==> src/rtl/frame_time_statistics_defines.svh <==
// Assertion helpers for the asserting module.
`ifndef FRAME_TIME_STATISTICS_DEFINES_SVH
`define FRAME_TIME_STATISTICS_DEFINES_SVH

// Same-cycle implication, checked outside reset.
`define FTS_ASSERT_NOW(lbl, ante, cons, msg) \
  lbl: assert property (@(posedge clk) disable iff (!rst_n) (ante) |-> (cons)) else $error(msg);

// Next-cycle implication, checked outside reset.
`define FTS_ASSERT_NEXT(lbl, ante, cons, msg) \
  lbl: assert property (@(posedge clk) disable iff (!rst_n) (ante) |=> (cons)) else $error(msg);

`endif

==> src/rtl/fts_pkg.sv <==
`timescale 1ns / 1ps
package fts_pkg;

  localparam int FT_W       = 24;
  localparam int RATE_W     = 26;
  localparam int AVG_W      = 27;
  localparam int CNT_W      = 32;
  localparam int WGT_W      = 16;
  localparam int CFG_IDX_W  = 2;
  localparam int CFG_DATA_W = 24;

  localparam int WINDOW_DEPTH_DEF = 64;

  // Shared divider geometry: dividend {f, 16'b0}, divisor up to {f, 1'b0}.
  localparam int DVD_W = 40;
  localparam int DSR_W = 25;

  // Twice 65536000: rate numerator before the rounding term.
  localparam logic [27:0] RATE_NUM2  = 28'd131072000;
  localparam logic [42:0] ROUND_HALF = 43'd32768;

  localparam logic [FT_W-1:0]  THRESH_RST = 24'd12800;
  localparam logic [FT_W-1:0]  WINDOW_RST = 24'd256000;
  localparam logic [WGT_W-1:0] LIMIT_RST  = 16'd32768;

  localparam logic [CFG_IDX_W-1:0] REG_THRESHOLD = 2'd0;
  localparam logic [CFG_IDX_W-1:0] REG_WINDOW    = 2'd1;
  localparam logic [CFG_IDX_W-1:0] REG_LIMIT     = 2'd2;

  typedef struct packed {
    logic            done;
    logic [FT_W-1:0] top1;
    logic [FT_W-1:0] top4;
  } scan_res_t;

endpackage

==> src/rtl/fts_if.sv <==
`timescale 1ns / 1ps
interface fts_in_if;
  import fts_pkg::*;
  logic            valid;
  logic            ready;
  logic [FT_W-1:0] frame_time;
  logic [FT_W-1:0] swap_time;
  modport source (output valid, frame_time, swap_time, input ready);
  modport sink   (input valid, frame_time, swap_time, output ready);
endinterface

interface fts_out_if;
  import fts_pkg::*;
  logic              valid;
  logic              ready;
  logic [RATE_W-1:0] rate_average;
  logic [FT_W-1:0]   last_frame_time;
  logic [FT_W-1:0]   slow_percentile_time;
  logic [FT_W-1:0]   last_swap_time;
  logic [CNT_W-1:0]  long_frames;
  logic [CNT_W-1:0]  total_frames;
  modport source (output valid, rate_average, last_frame_time, slow_percentile_time,
                  last_swap_time, long_frames, total_frames, input ready);
  modport sink   (input valid, rate_average, last_frame_time, slow_percentile_time,
                  last_swap_time, long_frames, total_frames, output ready);
endinterface

==> src/rtl/frame_time_statistics.sv <==
`timescale 1ns / 1ps
// Frame time statistics.
// in_chan carries one frame time and one swap time per item (Q16.8 ms);
// out_chan returns one result per nonzero frame time: smoothed rate, the
// frame and swap times, the slow percentile and both frame counters.
// An item with a zero frame time is accepted and dropped without a result.
// cfg_we/cfg_index/cfg_data write the threshold, average window and weight
// limit; write them only while the block is idle.
// Order: the ring write starts the ring scan, which runs beside the rate
// division on the shared bit-serial divider; then the weight division, the
// averaging multiply, the average update and the output register load
// follow. One item is in work at a time, so the next item is taken only
// after the last one has loaded the output register.
// in_chan.ready is high while idle; the next item is taken even while a
// result still waits in the output register. If the receiver stalls, the
// finished item waits for the output register to drain before it loads.
// Reset clears counters, fill count, write slot and the average; the ring
// memory is not cleared, as only written entries are ever scanned.
module frame_time_statistics #(
  parameter int WINDOW_DEPTH = fts_pkg::WINDOW_DEPTH_DEF
) (
  input  logic                           clk,
  input  logic                           rst_n,
  fts_in_if.sink                         in_chan,
  fts_out_if.source                      out_chan,
  input  logic                           cfg_we,
  input  logic [fts_pkg::CFG_IDX_W-1:0]  cfg_index,
  input  logic [fts_pkg::CFG_DATA_W-1:0] cfg_data
);
  import fts_pkg::*;
  `include "frame_time_statistics_defines.svh"

  localparam int AW = $clog2(WINDOW_DEPTH);
  localparam int CW = $clog2(WINDOW_DEPTH + 1);

  localparam logic [2:0] S_IDLE  = 3'd0;
  localparam logic [2:0] S_WRITE = 3'd1;
  localparam logic [2:0] S_SCAN  = 3'd2;
  localparam logic [2:0] S_WDIV  = 3'd3;
  localparam logic [2:0] S_MUL   = 3'd4;
  localparam logic [2:0] S_AVG   = 3'd5;
  localparam logic [2:0] S_OUT   = 3'd6;

  logic [2:0] state_r, state_nxt;

  logic [FT_W-1:0]  thr_r, win_r;
  logic [WGT_W-1:0] lim_r;

  logic [FT_W-1:0]   f_r, s_r, slow_r;
  logic [AW-1:0]     slot_r;
  logic [CW-1:0]     fill_r, fill_nxt;
  logic [AVG_W-1:0]  avg_r, avg_nxt, diff;
  logic [RATE_W-1:0] rate_r;
  logic [WGT_W-1:0]  w_r, w_nxt;
  logic [42:0]       prod_r;
  logic [27:0]       step;
  logic              ge, scan_ok_r, rate_ok_r;
  logic [CNT_W-1:0]  long_r, total_r;

  logic              div_start;
  logic [DVD_W-1:0]  div_dvd, div_q;
  logic [DSR_W-1:0]  div_dsr;
  logic              div_done;
  scan_res_t         scan_res;

  logic              out_valid_r;
  logic [RATE_W-1:0] o_rate_r;
  logic [FT_W-1:0]   o_f_r, o_slow_r, o_s_r;
  logic [CNT_W-1:0]  o_long_r, o_total_r;
  logic              out_free, in_fire;

  assign in_chan.ready = (state_r == S_IDLE);
  assign in_fire  = in_chan.valid && in_chan.ready;
  assign out_free = !out_valid_r || out_chan.ready;

  // Configuration registers.
  always_ff @(posedge clk) begin
    if (!rst_n) begin
      thr_r <= THRESH_RST;
      win_r <= WINDOW_RST;
      lim_r <= LIMIT_RST;
    end else if (cfg_we) begin
      case (cfg_index)
        REG_THRESHOLD: thr_r <= cfg_data;
        REG_WINDOW:    win_r <= cfg_data;
        REG_LIMIT:     lim_r <= cfg_data[WGT_W-1:0];
        default:       ;
      endcase
    end
  end

  assign fill_nxt = (fill_r < CW'(WINDOW_DEPTH)) ? fill_r + 1'b1 : fill_r;

  // Rate division starts with the ring write, weight division after it.
  always_comb begin
    div_start = 1'b0;
    div_dvd   = {{(DVD_W-28){1'b0}}, RATE_NUM2 + {4'b0, f_r}};
    div_dsr   = {f_r, 1'b0};
    if (state_r == S_WRITE) begin
      div_start = 1'b1;
    end else if (state_r == S_SCAN && scan_ok_r && rate_ok_r) begin
      div_start = 1'b1;
      div_dvd   = {f_r, 16'b0};
      div_dsr   = {1'b0, win_r};
    end
  end

  fts_div u_div (
    .clk      (clk),
    .rst_n    (rst_n),
    .start    (div_start),
    .dividend (div_dvd),
    .divisor  (div_dsr),
    .done     (div_done),
    .quotient (div_q)
  );

  fts_scan #(.WINDOW_DEPTH(WINDOW_DEPTH)) u_scan (
    .clk     (clk),
    .rst_n   (rst_n),
    .wr_en   (state_r == S_WRITE),
    .wr_addr (slot_r),
    .wr_data (f_r),
    .start   (state_r == S_WRITE),
    .count   (fill_nxt),
    .res     (scan_res)
  );

  // Cap the weight; a zero window takes the limit.
  assign w_nxt = (win_r == '0 || div_q > {{(DVD_W-WGT_W){1'b0}}, lim_r}) ?
                 lim_r : div_q[WGT_W-1:0];

  assign ge   = {1'b0, rate_r} >= avg_r;
  assign diff = ge ? ({1'b0, rate_r} - avg_r) : (avg_r - {1'b0, rate_r});
  assign step = 28'((prod_r + ROUND_HALF) >> 16);

  always_comb begin
    if (avg_r == '0) avg_nxt = {1'b0, rate_r};
    else if (ge)     avg_nxt = avg_r + step[AVG_W-1:0];
    else             avg_nxt = avg_r - step[AVG_W-1:0];
  end

  always_comb begin
    state_nxt = state_r;
    case (state_r)
      S_IDLE:  if (in_fire && in_chan.frame_time != '0) state_nxt = S_WRITE;
      S_WRITE: state_nxt = S_SCAN;
      S_SCAN:  if (scan_ok_r && rate_ok_r) state_nxt = S_WDIV;
      S_WDIV:  if (div_done) state_nxt = S_MUL;
      S_MUL:   state_nxt = S_AVG;
      S_AVG:   state_nxt = S_OUT;
      S_OUT:   if (out_free) state_nxt = S_IDLE;
      default: state_nxt = S_IDLE;
    endcase
  end

  always_ff @(posedge clk) begin
    if (!rst_n) begin
      state_r   <= S_IDLE;
      slot_r    <= '0;
      fill_r    <= '0;
      avg_r     <= '0;
      long_r    <= '0;
      total_r   <= '0;
      scan_ok_r <= 1'b0;
      rate_ok_r <= 1'b0;
    end else begin
      state_r <= state_nxt;
      if (state_r == S_WRITE) begin
        slot_r    <= (slot_r == AW'(WINDOW_DEPTH - 1)) ? '0 : slot_r + 1'b1;
        fill_r    <= fill_nxt;
        scan_ok_r <= 1'b0;
        rate_ok_r <= 1'b0;
      end
      if (state_r == S_SCAN && scan_res.done) scan_ok_r <= 1'b1;
      if (state_r == S_SCAN && div_done)      rate_ok_r <= 1'b1;
      if (state_r == S_AVG) begin
        avg_r   <= avg_nxt;
        total_r <= total_r + 1'b1;
        if (f_r > thr_r) long_r <= long_r + 1'b1;
      end
    end
  end

  // Payload registers.
  always_ff @(posedge clk) begin
    if (in_fire) begin
      f_r <= in_chan.frame_time;
      s_r <= in_chan.swap_time;
    end
    if (state_r == S_SCAN && scan_res.done)
      slow_r <= (fill_r == CW'(WINDOW_DEPTH)) ? scan_res.top4 : scan_res.top1;
    if (state_r == S_SCAN && div_done) rate_r <= div_q[RATE_W-1:0];
    if (state_r == S_WDIV && div_done) w_r <= w_nxt;
    if (state_r == S_MUL) prod_r <= 43'(w_r * diff);
  end

  // Output register.
  always_ff @(posedge clk) begin
    if (!rst_n) begin
      out_valid_r <= 1'b0;
    end else if (state_r == S_OUT && out_free) begin
      out_valid_r <= 1'b1;
    end else if (out_chan.ready) begin
      out_valid_r <= 1'b0;
    end
  end

  always_ff @(posedge clk) begin
    if (state_r == S_OUT && out_free) begin
      o_rate_r  <= avg_r[RATE_W-1:0];
      o_f_r     <= f_r;
      o_slow_r  <= slow_r;
      o_s_r     <= s_r;
      o_long_r  <= long_r;
      o_total_r <= total_r;
    end
  end

  assign out_chan.valid                = out_valid_r;
  assign out_chan.rate_average         = o_rate_r;
  assign out_chan.last_frame_time      = o_f_r;
  assign out_chan.slow_percentile_time = o_slow_r;
  assign out_chan.last_swap_time       = o_s_r;
  assign out_chan.long_frames          = o_long_r;
  assign out_chan.total_frames         = o_total_r;

  `FTS_ASSERT_NOW(a_fill_bound, 1'b1, fill_r <= CW'(WINDOW_DEPTH), "fill count over depth")
  `FTS_ASSERT_NOW(a_scan_in_state, scan_res.done, state_r == S_SCAN, "scan done out of place")
  `FTS_ASSERT_NEXT(a_avg_sticky, avg_r != '0, avg_r != '0, "average fell back to zero")
endmodule

==> src/rtl/fts_div.sv <==
`timescale 1ns / 1ps
module fts_div (
  input  logic                      clk,
  input  logic                      rst_n,
  input  logic                      start,
  input  logic [fts_pkg::DVD_W-1:0] dividend,
  input  logic [fts_pkg::DSR_W-1:0] divisor,
  output logic                      done,
  output logic [fts_pkg::DVD_W-1:0] quotient
);
  import fts_pkg::*;

  localparam int CW = $clog2(DVD_W + 1);

  logic [DVD_W-1:0] dvd_r;
  logic [DSR_W-1:0] dsr_r, rem_r;
  logic [CW-1:0]    cnt_r;
  logic             busy_r, done_r;
  logic [DSR_W:0]   rem_sh, diff;

  // One quotient bit per cycle, restoring form.
  assign rem_sh = {rem_r, dvd_r[DVD_W-1]};
  assign diff   = rem_sh - {1'b0, dsr_r};

  always_ff @(posedge clk) begin
    if (!rst_n) begin
      busy_r <= 1'b0;
      done_r <= 1'b0;
      cnt_r  <= '0;
    end else begin
      done_r <= 1'b0;
      if (start) begin
        busy_r <= 1'b1;
        cnt_r  <= CW'(DVD_W);
      end else if (busy_r) begin
        cnt_r <= cnt_r - 1'b1;
        if (cnt_r == CW'(1)) begin
          busy_r <= 1'b0;
          done_r <= 1'b1;
        end
      end
    end
  end

  always_ff @(posedge clk) begin
    if (start) begin
      dvd_r <= dividend;
      dsr_r <= divisor;
      rem_r <= '0;
    end else if (busy_r) begin
      if (!diff[DSR_W]) begin
        rem_r <= diff[DSR_W-1:0];
        dvd_r <= {dvd_r[DVD_W-2:0], 1'b1};
      end else begin
        rem_r <= rem_sh[DSR_W-1:0];
        dvd_r <= {dvd_r[DVD_W-2:0], 1'b0};
      end
    end
  end

  assign done     = done_r;
  assign quotient = dvd_r;
endmodule

==> src/rtl/fts_scan.sv <==
`timescale 1ns / 1ps
module fts_scan #(
  parameter int WINDOW_DEPTH = fts_pkg::WINDOW_DEPTH_DEF
) (
  input  logic                            clk,
  input  logic                            rst_n,
  input  logic                            wr_en,
  input  logic [$clog2(WINDOW_DEPTH)-1:0] wr_addr,
  input  logic [fts_pkg::FT_W-1:0]        wr_data,
  input  logic                            start,
  input  logic [$clog2(WINDOW_DEPTH+1)-1:0] count,
  output fts_pkg::scan_res_t              res
);
  import fts_pkg::*;

  localparam int AW = $clog2(WINDOW_DEPTH);
  localparam int CW = $clog2(WINDOW_DEPTH + 1);

  logic [FT_W-1:0] ring_mem [WINDOW_DEPTH];
  logic [FT_W-1:0] rd_data_r;
  logic [AW-1:0]   idx_r;
  logic [CW-1:0]   count_r;
  logic            active_r, rd_valid_r, rd_last_r, done_r, is_last;
  logic [FT_W-1:0] t1_r, t2_r, t3_r, t4_r;

  assign is_last = ({{(CW-AW){1'b0}}, idx_r} == count_r - 1'b1);

  always_ff @(posedge clk) begin
    if (wr_en) ring_mem[wr_addr] <= wr_data;
    if (active_r) rd_data_r <= ring_mem[idx_r];
  end

  always_ff @(posedge clk) begin
    if (!rst_n) begin
      active_r   <= 1'b0;
      rd_valid_r <= 1'b0;
      rd_last_r  <= 1'b0;
      done_r     <= 1'b0;
      idx_r      <= '0;
      count_r    <= '0;
    end else begin
      rd_valid_r <= active_r;
      rd_last_r  <= active_r && is_last;
      done_r     <= rd_valid_r && rd_last_r;
      if (start) begin
        active_r <= 1'b1;
        idx_r    <= '0;
        count_r  <= count;
      end else if (active_r) begin
        idx_r <= idx_r + 1'b1;
        if (is_last) active_r <= 1'b0;
      end
    end
  end

  // Keep the four largest, duplicates counted.
  always_ff @(posedge clk) begin
    if (start) begin
      t1_r <= '0;
      t2_r <= '0;
      t3_r <= '0;
      t4_r <= '0;
    end else if (rd_valid_r) begin
      if (rd_data_r > t1_r) begin
        t4_r <= t3_r; t3_r <= t2_r; t2_r <= t1_r; t1_r <= rd_data_r;
      end else if (rd_data_r > t2_r) begin
        t4_r <= t3_r; t3_r <= t2_r; t2_r <= rd_data_r;
      end else if (rd_data_r > t3_r) begin
        t4_r <= t3_r; t3_r <= rd_data_r;
      end else if (rd_data_r > t4_r) begin
        t4_r <= rd_data_r;
      end
    end
  end

  assign res.done = done_r;
  assign res.top1 = t1_r;
  assign res.top4 = t4_r;
endmodule
==> src/flat_wrapper.sv <==
// flat-port wrapper written by rule: the top's interface ports become plain ports
module frame_time_statistics_flat import fts_pkg::*;
#(
  parameter int WINDOW_DEPTH = fts_pkg::WINDOW_DEPTH_DEF
)
  (clk, rst_n, cfg_we, cfg_index, cfg_data, in_chan_valid, in_chan_frame_time, in_chan_swap_time, in_chan_ready, out_chan_valid, out_chan_rate_average, out_chan_last_frame_time, out_chan_slow_percentile_time, out_chan_last_swap_time, out_chan_long_frames, out_chan_total_frames, out_chan_ready);
  fts_in_if in_chan_i ();
  fts_out_if out_chan_i ();
  input  logic clk;
  input  logic rst_n;
  input  logic cfg_we;
  input  logic [fts_pkg::CFG_IDX_W-1:0] cfg_index;
  input  logic [fts_pkg::CFG_DATA_W-1:0] cfg_data;
  input wire logic [$bits(in_chan_i.valid)-1:0] in_chan_valid;
  input wire logic [$bits(in_chan_i.frame_time)-1:0] in_chan_frame_time;
  input wire logic [$bits(in_chan_i.swap_time)-1:0] in_chan_swap_time;
  output wire logic [$bits(in_chan_i.ready)-1:0] in_chan_ready;
  output wire logic [$bits(out_chan_i.valid)-1:0] out_chan_valid;
  output wire logic [$bits(out_chan_i.rate_average)-1:0] out_chan_rate_average;
  output wire logic [$bits(out_chan_i.last_frame_time)-1:0] out_chan_last_frame_time;
  output wire logic [$bits(out_chan_i.slow_percentile_time)-1:0] out_chan_slow_percentile_time;
  output wire logic [$bits(out_chan_i.last_swap_time)-1:0] out_chan_last_swap_time;
  output wire logic [$bits(out_chan_i.long_frames)-1:0] out_chan_long_frames;
  output wire logic [$bits(out_chan_i.total_frames)-1:0] out_chan_total_frames;
  input wire logic [$bits(out_chan_i.ready)-1:0] out_chan_ready;
  assign in_chan_i.valid = in_chan_valid;
  assign in_chan_i.frame_time = in_chan_frame_time;
  assign in_chan_i.swap_time = in_chan_swap_time;
  assign in_chan_ready = in_chan_i.ready;
  assign out_chan_valid = out_chan_i.valid;
  assign out_chan_rate_average = out_chan_i.rate_average;
  assign out_chan_last_frame_time = out_chan_i.last_frame_time;
  assign out_chan_slow_percentile_time = out_chan_i.slow_percentile_time;
  assign out_chan_last_swap_time = out_chan_i.last_swap_time;
  assign out_chan_long_frames = out_chan_i.long_frames;
  assign out_chan_total_frames = out_chan_i.total_frames;
  assign out_chan_i.ready = out_chan_ready;
  frame_time_statistics #(.WINDOW_DEPTH(WINDOW_DEPTH)) u_core (.clk(clk), .rst_n(rst_n), .in_chan(in_chan_i), .out_chan(out_chan_i), .cfg_we(cfg_we), .cfg_index(cfg_index), .cfg_data(cfg_data));
endmodule
==> config.mk <==
export PLATFORM = sky130hd
export DESIGN_NAME = frame_time_statistics_flat
export DESIGN_NICKNAME = d
export VERILOG_FILES = /design/src/rtl/fts_pkg.sv /design/src/rtl/fts_if.sv /design/src/rtl/frame_time_statistics.sv /design/src/rtl/fts_div.sv /design/src/rtl/fts_scan.sv /design/src/flat_wrapper.sv
export VERILOG_INCLUDE_DIRS = /design/src /design/src/rtl
export SDC_FILE = /design/constraint.sdc
export NUM_CORES = 2
export LEC_CHECK = 0
export BUFFER_PORTS_ARGS = -buffer_cell sky130_fd_sc_hd__buf_2
export CORE_UTILIZATION = 41
export DETAILED_ROUTE_END_ITERATION = 8
export GPL_TIMING_DRIVEN = 0
export PLACE_DENSITY = 0.6
export SETUP_SLACK_MARGIN = 0.1
export SYNTH_ARGS = -nofsm -noshare
export SYNTH_HDL_FRONTEND = slang
export SYNTH_SLANG_ARGS = --single-unit
==> constraint.sdc <==
create_clock -name clk -period 23.6 [get_ports clk]
set_input_delay 0 -clock clk [delete_from_list [all_inputs] [get_ports clk]]
set_output_delay 0 -clock clk [all_outputs]
set_load 0.005 [all_outputs]
==> out/metrics.yaml <==
synth_cell_types: 97
num_rows: 188
layout_setup_ws_ps: 11190
die_w_um: 515.5
dieArea_sq_um: 265800
power_density_nw_per_um2: 78.50
hold_path_class: "input pin to flop"
synth_cells: 7483
grt_use_total: 0.2269
reg2regPathDepth: 36
crit_start: "u_core.rate_r[8]"
place_area_sq_um: 117000
cp.arrival_ps: 12990
gp_congestion: 0.9096
leakagePower_nw: 44.83
tightest_slew_ps: 1505
drtIter0Drc: 6700
yosys-top-cells-count: "1929 x edfxtp_1, 688 x nand2_1, 679 x inv_1, 504 x mux4_2, 398 x nor2_1"
cts-htree-levels: 4
synth-seq-area-share: 0.5937
final.period_utilization: 0.5257
reg2reg_from: "u_core.rate_r[8]"
multi_input_area_sq_um: 40410
die_h_um: 515.5
finalSetupTns_ps: 0
numCtsBuffers: 223
crit_path_end_kind: "flop"
finClkSkew_ps: 116.7
clockBufferDepth: 3
synth_top_area_frac: 0.5357
fill_cells: 22300
synth_edf_count: 1929
design_area_sq_um: 126200
firstDrtPassIters: 6
switching_share: 0.2671
outcome: "complete, but fails checks"
grt_pass1_vias: 66450
syn_nets: 8277
vias_per_cell: 5.517
stdcell_count: 11950
r2r-end: "u_core.prod_r[41]"
cpMostUsedCell: "fa_1"
post-route-drc-count: 0
wirelength_um: 301800
core-area_sq_um: 262300
path_clk_slew_ps: 60
routedWlPerCell_um: 25.26
netlist_area_sq_um: 108100
ys_ff_latch: 2242
p_clk_frac: 0.368
fmax_mhz: 80.61
cap_violations: 2
drt.antenna.violating_nets: 0
cts_sinks: 2242
antenna_found_initial: 26
vdd_ir_drop_max_uv: 79.34
slowest_stage: "xnor2_1"
syn_to_final_growth_pct: 16.73
yosysMostFrequentCell: "edfxtp_1"
drv_slew: 10
clk_latency_ps: 930
post-route-min-period_ps: 12410
grt_start_max_net_pins: 61
power_mw: 9.907
seqCellArea_sq_um: 64190
synthTopCellsByArea: "edfxtp_1 54%, mux4_2 10%, fa_1 6.5%"
cts-root-buf: "clkbuf_16"
drive_gt1_frac: 0.1649
start_util: 0.4122
dr_total_vias: 65900
setup.worst_path.end: "u_core.prod_r[41]"
synth_top_area_cell: "edfxtp_1"
cts_setup_buffers: 0
worstSetupPathType: "flop to flop"
relSlewSlack: -0.003625
grt_pass1_wl_um: 442000
max_stage_delay_ps: 910
avgSynthCellArea_sq_um: 14.45
setup_viol: 0
synth-main-ff-cell: "edfxtp_1"
final_nets: 9029
cts_tree: "done"
yosys_warnings: 0
pre_cts_ws_ps: 11380
reg2reg_slack_ps: 11190
io_pins: 243
pwr-share-comb: 0.159
worstPathMaxFanout: 10
p_switching_mw: 2.646
hold_violations: 0
failed_checks: "max-capacitance violations, max-slew violations"
dp.cells: 11360
cp-start-kind: "flop"
worstPathRequired_ps: 24180
rsz0062_at_grt: "false"
io_buffer_count: 242
p_seq_frac: 0.473
p_int_mw: 7.261
grt-ovfl-total: 0
hpwl_um: 219700
synthArstFlopShare: 0
power by group through the flow:
stage          logic (mW)  registers [mW]  clock network [mW]
2_1_floorplan       0.980            4.74                   0
6_report             1.57            4.69                3.64
4_1_cts              1.58            4.68                3.69
3_3_place_gp         1.34            4.87                   0
5_1_grt              1.72            4.70                3.85
3_5_place_dp         1.55            4.77                   0
worst max-delay path: cells and delay by family, from the launching register on:
kind / cells / cell delay [ps]
AOI/OAI and AO/OA: 13 / 3630
DFF: 1 / 540
xor gates and xnor gates: 1 / 910
adders and majority gates: 8 / 3830
buffers and inverters: 7 / 1700
and+or+nand+nor: 7 / 1520
metrics by stage:
| step | hold WS [ps] | utilization |
|---|---|---|
| global placement | 177.2 | 0.4336 |
| detailed placement | 178.5 | 0.4460 |
| global route | 50.01 | 0.4812 |
| floorplan | 98.87 | - |
| CTS | 1.292 | 0.4811 |
| finish | 66.48 | 0.4812 |
flip-flops by register name, summed over array words and instances, names as in the netlist, 25 cells and up:
register / cells
u_core.out_chan.long_frames: 32
u_core.u_div.rem_r: 25
u_core.rate_r: 26
u_core.prod_r: 28
u_core.out_chan.rate_average: 26
u_core.u_div.quotient: 40
u_core.u_div.dsr_r: 25
u_core.long_r: 32
u_core.total_r: 32
u_core.avg_r: 27
u_core.out_chan.total_frames: 32
u_core.u_scan.ring_mem: 1536
per-layer routing:
metal / wire length (um) / track usage / share of wire / vias up
li1: - / - / - / 28940
met1: 124700 / 0.3074 / 0.41 / 33970
met2: 144000 / 0.3684 / 0.48 / 2501
met3: 22480 / 0.03915 / 0.074 / 475
met4: 10520 / 0.07754 / 0.035 / 12
met5: 72 / 0 / 0.00024 / -
cell families (layout without fill, tap and decap cells):
family / count (synthesis) / count (layout) / synth area share
flip-flops: 2242 / 2242 / 0.5937
buffers and inverters: 1049 / 1987 / 0.03720
other: 0 / 9 / 0
adder cells (fa/ha/maj): 715 / 715 / 0.1071
multiplexers: 626 / 626 / 0.1167
XOR/XNOR: 228 / 228 / 0.01868
AND/OR/NAND/NOR: 1733 / 1733 / 0.07536
AO/OA/AOI/OAI: 890 / 890 / 0.05130
worst min-delay path by stage:
stage	startpoint	endpoint	slack, ps	depth (start not counted)
after floorplan	in_chan_frame_time[0]	u_core.f_r[0]	100	0
after global placement	in_chan_swap_time[4]	u_core.s_r[4]	180	1
after detailed placement	in_chan_swap_time[23]	u_core.s_r[23]	180	1
after CTS	cfg_data[16]	u_core.thr_r[16]	1	4
after global routing	cfg_data[16]	u_core.thr_r[16]	50	4
final	cfg_data[16]	u_core.thr_r[16]	70	4
repair_timing:
action | 4_1_cts | 5_1_grt
gates resized for setup | 0 | 0
endpoints found under the hold margin | 177 | 0
hold buffers | 164 | 0
cell usage in the layout, fill, tap and decap left out, types with 20 or more instances in the layout:
master         count
ha_1             364
clkbuf_16        225
buf_2            273
a31oi_1           20
dlygate4sd3_1    164
a2111oi_0         28
o21ai_0          199
nand4_1           76
nand3_1           99
buf_1             67
mux4_2           504
buf_12            28
or3_1             28
xnor2_1          119
bufinv_16         26
a21o_1           100
xor2_1           106
o21a_1            37
and2_1           163
dfxtp_1          313
nor2_4            59
nand2b_1          45
nor2_1           338
nor3_1            32
nor2b_1           53
buf_16            70
clkinv_2          39
nand2_1          687
clkinv_1          43
clkbuf_1         301
mux2i_1           89
mux2_2            33
a21oi_1          322
inv_1            679
nor4_1            34
a211oi_1          60
edfxtp_1        1929
fa_1             351
and3_1            38
final cells by class:
cell class,count,area share
Tap cell,3515,0.03485
Buffer,369,0.01165
Antenna cell,9,0.0001784
Sequential cell,2242,0.5086
Clock inverter,141,0.01350
Clock buffer,270,0.04643
Inverter,680,0.02022
Multi-Input combinational cell,4192,0.3202
Timing Repair Buffer,527,0.04439
(Power assumes the default switching activity.)
